## src/sv/bwm_pkg.sv

```systemverilog
package bwm_pkg;

	// Field widths fixed by the interface
	localparam int BASE_W   = 2;
	localparam int CNT_W    = 6;
	localparam int INDEX_W  = 16;
	localparam int STATUS_W = 2;
	localparam int PAT_W    = 64;
	localparam int CFG_IDX_W = 2;

	// Configuration register indexes
	localparam logic [CFG_IDX_W-1:0] REG_PATTERN = 2'd0;
	localparam logic [CFG_IDX_W-1:0] REG_LENGTH  = 2'd1;

	// Result status codes
	localparam logic [STATUS_W-1:0] ST_MATCH = 2'd0;
	localparam logic [STATUS_W-1:0] ST_NONE  = 2'd1;
	localparam logic [STATUS_W-1:0] ST_SHORT = 2'd2;
	localparam logic [STATUS_W-1:0] ST_LONG  = 2'd3;

	typedef struct packed {
		logic [INDEX_W-1:0]  best_index;
		logic [CNT_W-1:0]    best_matches;
		logic [STATUS_W-1:0] status;
	} result_t;

endpackage

```

## src/sv/best_window_match.sv

```systemverilog
// best_window_match: scores a streamed DNA strand against a probe pattern.
// Input channel: one 2-bit base per beat (in_valid/in_stall), last marks
// the final base of the strand. Output channel: one result beat per
// strand (out_valid/out_stall) with the start of the earliest window with
// the highest match count, that count, and a status code.
// Configuration: cfg_valid/cfg_ready write channel, index 0 loads the
// probe bases, index 1 the probe length. cfg_ready is always high; write
// only between strands.
// Throughput: one base per cycle while in_stall is low. Each cell of
// the window row compares and increments once per beat; the count of
// the window closing that beat is selected and compared with the best
// in the same cycle. Results are registered into a two-entry buffer,
// output register plus skid entry, so the next strand streams in while
// a result is stalled; in_stall rises only when both entries are taken.
// Reset: probe bases clear to zero, length to one, the strand state
// clears, and the result buffer empties. The block accepts bases as soon
// as reset is released.
module best_window_match #(
	parameter int MAX_PATTERN = 32,
	parameter int MAX_STRAND  = 65536
) (
	input  logic                          clk,
	input  logic                          arst_n,
	input  logic                          in_valid,
	output logic                          in_stall,
	input  logic [bwm_pkg::BASE_W-1:0]    base,
	input  logic                          last,
	output logic                          out_valid,
	input  logic                          out_stall,
	output logic [bwm_pkg::INDEX_W-1:0]   best_index,
	output logic [bwm_pkg::CNT_W-1:0]     best_matches,
	output logic [bwm_pkg::STATUS_W-1:0]  status,
	input  logic                          cfg_valid,
	output logic                          cfg_ready,
	input  logic [bwm_pkg::CFG_IDX_W-1:0] cfg_index,
	input  logic [bwm_pkg::PAT_W-1:0]     cfg_data
);
	import bwm_pkg::*;

	localparam int SEEN_W = $clog2(MAX_STRAND + 2);
	localparam int SEL_W  = (MAX_PATTERN > 1) ? $clog2(MAX_PATTERN) : 1;

	logic [PAT_W-1:0]  pattern_q;
	logic [CNT_W-1:0]  length_q;
	logic [CNT_W-1:0]  len_eff;
	logic [CNT_W-1:0]  len_m1;
	logic [SEEN_W-1:0] seen_q;
	logic [SEEN_W-1:0] seen_next;
	logic [CNT_W-1:0]  best_q;
	logic [CNT_W-1:0]  best_next;
	logic [INDEX_W-1:0] start_q;
	logic [INDEX_W-1:0] start_next;
	logic [CNT_W-1:0]  cnt_q [MAX_PATTERN];
	logic [CNT_W-1:0]  cnt_d [MAX_PATTERN];
	logic [CNT_W-1:0]  cand;
	logic              in_acc;
	logic              scoring;
	logic              win_done;
	logic              push;
	logic              buf_full;
	result_t           res;
	result_t           out_res;

	// configuration registers
	assign cfg_ready = 1'b1;

	always_ff @(posedge clk or negedge arst_n) begin
		if (!arst_n) begin
			pattern_q <= '0;
			length_q  <= CNT_W'(1);
		end else if (cfg_valid && cfg_ready) begin
			unique case (cfg_index)
				REG_PATTERN: pattern_q <= cfg_data;
				REG_LENGTH:  length_q  <= cfg_data[CNT_W-1:0];
				default: ;
			endcase
		end
	end

	// clamp the probe length into 1..MAX_PATTERN
	always_comb begin
		len_eff = length_q;
		if (length_q == '0) begin
			len_eff = CNT_W'(1);
		end else if (length_q > CNT_W'(MAX_PATTERN)) begin
			len_eff = CNT_W'(MAX_PATTERN);
		end
	end
	assign len_m1 = len_eff - CNT_W'(1);

	assign in_stall = buf_full;
	assign in_acc   = in_valid && !in_stall;
	assign scoring  = in_acc && (seen_q < SEEN_W'(MAX_STRAND));

	// row of window cells, cell k holds the window started k bases ago
	for (genvar k = 0; k < MAX_PATTERN; k++) begin : g_cell
		logic [CNT_W-1:0] cin;
		if (k == 0) begin : g_head
			assign cin = '0;
		end else begin : g_body
			assign cin = cnt_q[k-1];
		end
		bwm_cell u_cell (
			.clk      (clk),
			.en       (scoring),
			.active   (CNT_W'(k) < len_eff),
			.base     (base),
			.probe    (pattern_q[2*k +: 2]),
			.count_in (cin),
			.count_d  (cnt_d[k]),
			.count_q  (cnt_q[k])
		);
	end

	// window closing this beat and the best-so-far update
	assign cand     = cnt_d[len_m1[SEL_W-1:0]];
	assign win_done = scoring && (seen_q >= SEEN_W'(len_m1));

	always_comb begin
		best_next  = best_q;
		start_next = start_q;
		seen_next  = seen_q;
		if (in_acc) begin
			seen_next = scoring ? (seen_q + SEEN_W'(1)) : SEEN_W'(MAX_STRAND + 1);
		end
		if (win_done && (cand > best_q)) begin
			best_next  = cand;
			start_next = seen_q[INDEX_W-1:0] - INDEX_W'(len_m1);
		end
	end

	always_ff @(posedge clk or negedge arst_n) begin
		if (!arst_n) begin
			seen_q  <= '0;
			best_q  <= '0;
			start_q <= '0;
		end else if (in_acc && last) begin
			seen_q  <= '0;
			best_q  <= '0;
			start_q <= '0;
		end else begin
			seen_q  <= seen_next;
			best_q  <= best_next;
			start_q <= start_next;
		end
	end

	// result for the strand ending this beat
	always_comb begin
		res.best_index   = '0;
		res.best_matches = '0;
		if (seen_next > SEEN_W'(MAX_STRAND)) begin
			res.status = ST_LONG;
		end else if (SEEN_W'(len_eff) > seen_next) begin
			res.status = ST_SHORT;
		end else if (best_next == '0) begin
			res.status = ST_NONE;
		end else begin
			res.status       = ST_MATCH;
			res.best_index   = start_next;
			res.best_matches = best_next;
		end
	end

	assign push = in_acc && last;

	bwm_outbuf u_outbuf (
		.clk       (clk),
		.arst_n    (arst_n),
		.push      (push),
		.push_data (res),
		.out_stall (out_stall),
		.out_valid (out_valid),
		.out_data  (out_res),
		.full      (buf_full)
	);

	assign best_index   = out_res.best_index;
	assign best_matches = out_res.best_matches;
	assign status       = out_res.status;

endmodule

```

## src/sv/bwm_cell.sv

```systemverilog
// One window cell: holds the running match count of the window that
// started k bases ago and hands it to the next cell on each enabled beat.
module bwm_cell (
	input  logic                       clk,
	input  logic                       en,
	input  logic                       active,
	input  logic [bwm_pkg::BASE_W-1:0] base,
	input  logic [bwm_pkg::BASE_W-1:0] probe,
	input  logic [bwm_pkg::CNT_W-1:0]  count_in,
	output logic [bwm_pkg::CNT_W-1:0]  count_d,
	output logic [bwm_pkg::CNT_W-1:0]  count_q
);
	import bwm_pkg::*;

	// count grows when this probe position is in use and matches
	assign count_d = count_in + CNT_W'(active && (probe == base));

	always_ff @(posedge clk) begin
		if (en) begin
			count_q <= count_d;
		end
	end

endmodule

```

## src/sv/bwm_outbuf.sv

```systemverilog
// Two-entry result buffer: output register plus skid entry, so a
// result held by a stalled receiver does not block the base stream.
module bwm_outbuf (
	input  logic             clk,
	input  logic             arst_n,
	input  logic             push,
	input  bwm_pkg::result_t push_data,
	input  logic             out_stall,
	output logic             out_valid,
	output bwm_pkg::result_t out_data,
	output logic             full
);
	import bwm_pkg::*;

	logic    main_v_q;
	logic    skid_v_q;
	result_t main_q;
	result_t skid_q;
	logic    out_fire;

	assign out_fire  = main_v_q && !out_stall;
	assign out_valid = main_v_q;
	assign out_data  = main_q;
	assign full      = skid_v_q;

	// valid bits
	always_ff @(posedge clk or negedge arst_n) begin
		if (!arst_n) begin
			main_v_q <= 1'b0;
			skid_v_q <= 1'b0;
		end else if (!main_v_q || out_fire) begin
			main_v_q <= skid_v_q || push;
			skid_v_q <= 1'b0;
		end else if (push) begin
			skid_v_q <= 1'b1;
		end
	end

	// data
	always_ff @(posedge clk) begin
		if (!main_v_q || out_fire) begin
			main_q <= skid_v_q ? skid_q : push_data;
		end else if (push) begin
			skid_q <= push_data;
		end
	end

endmodule

```

## config.mk

```make
export PLATFORM = sky130hd
export DESIGN_NAME = best_window_match
export DESIGN_NICKNAME = d
export VERILOG_FILES = /design/src/sv/bwm_pkg.sv /design/src/sv/best_window_match.sv /design/src/sv/bwm_cell.sv /design/src/sv/bwm_outbuf.sv
export SDC_FILE = /design/constraint.sdc
export NUM_CORES = 1
export LEC_CHECK = 0
export ABC_AREA = 1
export ABC_CLOCK_PERIOD_IN_PS = 5300
export BUFFER_PORTS_ARGS = -buffer_cell sky130_fd_sc_hd__buf_2
export CORE_ASPECT_RATIO = 1.25
export CORE_MARGIN = 1.5
export CORE_UTILIZATION = 56
export CTS_CLUSTER_DIAMETER = 30
export DETAILED_ROUTE_END_ITERATION = 8
export PLACE_DENSITY = 0.86
export SKIP_LAST_GASP = 1
export SLEW_MARGIN = 10
export SYNTH_ARGS = -nofsm -noshare
export SYNTH_HDL_FRONTEND = slang
export SYNTH_SLANG_ARGS = --single-unit
```

## constraint.sdc

```tcl
create_clock -name clk -period 5.3 [get_ports clk]
set_input_delay 0.53 -clock clk [delete_from_list [all_inputs] [get_ports clk]]
set_output_delay 0.53 -clock clk [all_outputs]
set_load 0.02 [all_outputs]
```

Word-level counts from Yosys, hierarchy flattened
Index checks and enable logic that the tools add are counted.
- input port bits: 74
- logic and storage cells: 223
- register bits after elaboration: 340
- output and inout bits: 27
- muxes and demuxes: 21
- bitwise logic cells: 2
- eq/ne operators: 33
- reduce and logical (&&, ||, !) cells: 50
- magnitude comparators: 39
- add/sub/neg operators: 34
- operators with widths (operator ; number):
    adder 6 x 1 -> 6 bit ; 30
    < comparator 5 x 6 -> 1 bit (first input constant) ; 16
    two-way mux 22 bit ; 3
    equality test 2 bit ; 32
    two-way mux 17 bit ; 3
    < comparator 4 x 6 -> 1 bit (first input constant) ; 8
    logical AND 1 bit ; 38
    two-way mux 6 bit ; 6
    two-way mux 16 bit ; 2
    binary-select mux 6 bit (select 5 bit) ; 1
    < comparator 3 x 6 -> 1 bit (first input constant) ; 4
    two-way mux 24 bit ; 1
    adder 17 x 1 -> 17 bit (second input constant) ; 1
    greater-or-equal comparator 17 x 6 -> 1 bit ; 1
    > comparator 17 bit (second input constant) ; 1
    > comparator 6 x 17 -> 1 bit ; 1
    < comparator 17 bit (second input constant) ; 1
    subtractor 16 x 6 -> 16 bit ; 1
    zero test 6 bit ; 2
    < comparator 1 x 6 -> 1 bit (first input constant) ; 2
    < comparator 2 x 6 -> 1 bit (first input constant) ; 2
    greater-or-equal comparator 6 bit (second input constant) ; 1
    > comparator 6 bit ; 1
    > comparator 6 bit (second input constant) ; 1
    other kinds (12) ; 20

Longest topological paths before layout
- word-level depth: 17
- mapped depth: 41
- gate-level depth less buffers: 37

Cells and area by module
Synthesis repeated with hierarchy kept, for this count alone.
- cell total of the unflattened synthesis: 2225
- area, all modules: 20135.6 um^2
- by module, submodules not included (module ; cells an instance ; times used ; area each (um^2) ; sequential area each (um^2)):
    best_window_match ; 1139 ; 1 ; 8066.5 ; 2728.9
    bwm_cell at g_cell[0].u_cell ... ; 30 ; 24 ; 317.8 ; 180.2
    bwm_cell at g_cell[23].u_cell ... ; 29 ; 8 ; 321.6 ; 180.2
    bwm_outbuf ; 134 ; 1 ; 1869.3 ; 1491.4

Worst setup path before layout
OpenSTA, ideal clock, no wires.
- path kind: register to register
- from: reg length_q[5]
- to: reg u_outbuf.main_q (netlist bit u_outbuf.out_data[21]) (data pin)
- required time: 5046 ps
- buffers on the path: 5
- clock period less this slack: 5099 ps
- arrival: 4845 ps
- stages on the path, launching flop included: 39
- slack: 201 ps
- library setup time: 254 ps
- cell sequence: dfrtp_1 -> buf_6 -> nor2_8 -> nand3_4 -> nand2_2 -> buf_6 -> inv_4 -> buf_2 -> ha_1 -> nor2_1 -> inv_1 -> a2111oi_0 -> ha_1 -> ha_1 -> nand4_1 -> nand2_1 -> inv_1 -> a21oi_1 -> [... 3 more ...] -> nand2_1 -> nand2_1 -> ha_1 -> nand2_1 -> nor2_1 -> o21ai_0 -> a31oi_1 -> o21ai_2 -> inv_1 -> buf_2 -> nand3_1 -> nand2_1 -> nand2_1 -> nor2_2 -> nand2_2 -> buf_4 -> nand4_1 -> nand2_1
- RTL lines (what ; RTL line ; RTL):
    start: declaration ; best_window_match.sv:44 ; logic [CNT_W-1:0] length_q;
    start signal: assignment ; best_window_match.sv:74 ; REG_LENGTH: length_q <= cfg_data[CNT_W-1:0];
    end signal: assignment ; bwm_outbuf.sv:42 ; main_q <= skid_v_q ? skid_q : push_data;
    end: declaration ; bwm_outbuf.sv:17 ; result_t main_q;

==> qor.yml <==
routing:
  vias: 16197
  wire_per_inst_um: 19.6
  drt_iter0_markers: 1815
  drtAntennaViolNets: 0
  drt-total-wl_um: 52300
  drc_errors: 0
  vias_per_cell: 6.06
  dr.pass1.iters: 7
yosys:
  syn_area_per_cell_um2: 9.06
  synth_edf_count: 219
  synth_cells: 2071
  ys.flop_type: "edfxtp_1"
  netlist_area_um2: 18800
  ys_async_sr_fraction_pct: 33.6
  synth_top_area_share_pct: 35.0
  seq_area_frac_synth_pct: 49.8
  ys_warn_count: 0
  synthTopCellsByCount: "nand2_1 (468), nand3_1 (288), inv_1 (232)"
  synth-seq-cells: 330
  yosysTopAreaCell: "edfxtp_1"
  synth_most_common_cell: "nand2_1"
  ys_top_cells_by_area: "edfxtp_1 (35%), dfrtp_1 (15%), nand2_1 (9.4%)"
  synth_cell_types: 51
setup_path:
  critPathMostFrequentCell: "nand2_1"
  cp.arrival_ps: 5590
  crit_type: "register to register"
  cpPeakStageDelay_ps: 480
  r2r_start: "length_q[5]$_DFFE_PN0P_"
  required_ps: 5610
  regToRegSetupSlack_ps: 20
  reg2reg_depth: 30
  crit_slowest_cell: "dfrtp_2"
  worstPathMaxFanout: 8
  end_kind: "register"
  timing.rr.end: "u_outbuf.out_data[14]$_DFFE_PN_"
  start_kind: "register"
sta:
  worst_slack_ps: 22.3
  worstMarginPinSlew_ps: 1190
  fmax_ghz: 0.189
  hold_viol: 0
  slew_viol_final: 0
  setup_viol: 0
  max_slew_margin_pct: 20.5
  period_needed_ps: 5280
  fin_skew_ps: 31.7
  period_share_pct: 99.6
power:
  internal_power_mw: 6.29
  clockPowerShare_pct: 32.6
  power_switching_mw: 3.75
  powerDensity_nw_per_um2: 453
  seqPwrFrac_pct: 35.0
  irDropWorstVdd_v: 0.000302
  power_frac_comb_pct: 32.3
  swShare_pct: 37.4
  leakagePower_nw: 10.2
  power_mw: 10.0
die:
  ios: 101
  die_x_um: 167
  core_area_um2: 32900
  initial_core_util_pct: 57.1
  die-area_um2: 34600
  num_rows: 74
  die_h_um: 208
clock_tree:
  cts_max_level: 2
  cts_buffer_depth: 3
  clk_latency_ps: 590
  path_clk_slew_ps: 60
  cts_tree: "yes"
  cts_root_buf: "clkbuf_16"
  cts.sinks: 330
  numCtsBuffers: 49
layout:
  fin_cells: 2671
  regArea_um2: 9360
  fillers: 2146
  drive_above_1_share_pct: 19.6
  multiInputGateArea_um2: 8720
  diodes: 0
  syn2layout_area_growth_pct: 18.2
  nets: 2370
global_routing:
  antenna_found_initial: 0
  grt_pass1_vias: 16296
  grt_pass1_wl_um: 79800
  grt_max_degree: 76
  grt_usage_pct: 28.6
  grt-ovfl-total: 0
place:
  io_buffers: 99
  place_ws_ps: -338
  dp_hpwl_um: 33300
  place_congestion: 0.951
  dpl.cell_count: 2564
worst_hold_path:
  hp-class: "input port to async pin"
run:
  maxCapViolCount: 0
run_status:
  status: "finished, final reports clean"
power by group through the flow:
stage	registers [mW]	logic, mW	clock network, mW
after detailed placement	3.53	2.72	0
final	3.52	3.25	3.28
after floorplan	3.51	1.90	0
after global routing	3.55	3.49	3.39
after global placement	3.50	2.60	0
after CTS	3.49	2.85	3.28
worst max path at each step:
stage	startpoint	end	cells past startpoint
2_1_floorplan	length_q[5]$_DFFE_PN0P_	u_outbuf.out_data[21]$_DFFE_PN_	38
3_3_place_gp	length_q[5]$_DFFE_PN0P_	u_outbuf.skid_q[15]$_DFFE_PP_	33
3_5_place_dp	length_q[5]$_DFFE_PN0P_	u_outbuf.skid_q[15]$_DFFE_PP_	33
4_1_cts	length_q[4]$_DFFE_PN0P_	u_outbuf.skid_q[15]$_DFFE_PP_	33
5_1_grt	length_q[5]$_DFFE_PN0P_	u_outbuf.out_data[14]$_DFFE_PN_	30
6_report	length_q[5]$_DFFE_PN0P_	u_outbuf.out_data[14]$_DFFE_PN_	30
worst max-delay path: cells and delay by family, from the launching register on:
family	cells	cell delay, ps
simple gates	17	2300
compound gates	4	490
fa+ha+maj	4	890
flops	1	480
buf+inv	4	540
xor+xnor	1	260
placed cells by master, fill, tap and decap left out, drive strengths merged, types with 6 or more instances in the layout:
master,netlist,layout
nand2,476,479
nand3,289,289
inv,240,257
edfxtp,219,219
buf,46,162
nor2,143,143
dfrtp,110,110
xor2,100,100
ha,83,83
nand4,73,73
o21ai,64,64
mux2,57,57
clkbuf,30,53
a21oi,31,31
nand3b,26,26
nor3,19,19
clkinv,2,14
and2,12,12
xnor2,8,8
o21bai,7,7
clkinvlp,0,7
a211oi,6,6
state kept, by name, indices dropped and copies added (netlist names):
name and cells:
u_outbuf.out_data 24, u_outbuf.skid_q 24, pattern_q 64, seen_q 17, g_cell.u_cell.count_q 171, best_q 6, length_q 6, u_outbuf.full 1
u_outbuf.out_valid 1, start_q 16
repair_timing:
item,CTS,global route
hold buffers,0,0
endpoints found under the setup margin,33,58
buffers inserted,0,12
gates resized for setup,13,132
gates cloned,1,2
pin swaps,0,17
hold endpoints to repair,0,0
cells by family after synthesis:
logic type,synth area share [%]
xor+xnor,5.04
buf+inv,6.97
other cells,0.0200
flops,49.9
mux,3.42
fa+ha+maj,5.64
simple gates,25.2
compound gates,3.82
layer usage:
layer / global-route usage (%) / vias to the layer above / part of all wire [%]
li1: - / 7278 / -
met1: 32.1 / 7661 / 35
met2: 50.4 / 1007 / 51
met3: 4.80 / 251 / 8.4
met4: 18.3 / 0 / 5.8
met5: 0 / - / 0
layout make-up:
type | instances | share of cell area, %
flip-flops and latches | 330 | 42.2
multi-input cells | 1427 | 39.3
clock buffers | 53 | 5.78
repair buffers | 162 | 4.41
inverters | 242 | 4.16
well taps | 418 | 2.36
clock inverters | 39 | 1.73
metrics by stage:
| stage | hold slack [ps] | instance area, µm² | TNS, ps | util, % |
|---|---|---|---|---|
| floorplan | 234 | 18800 | 0 | - |
| global placement | 489 | 19800 | -1140 | 60.2 |
| detailed placement | 494 | 19800 | -8570 | 60.2 |
| CTS | 11.3 | 21500 | 0 | 65.4 |
| global route | 53.2 | 22200 | -3610 | 67.5 |
| finish | 1.10 | 22200 | 0 | 67.5 |
(Power assumes the default switching activity.)
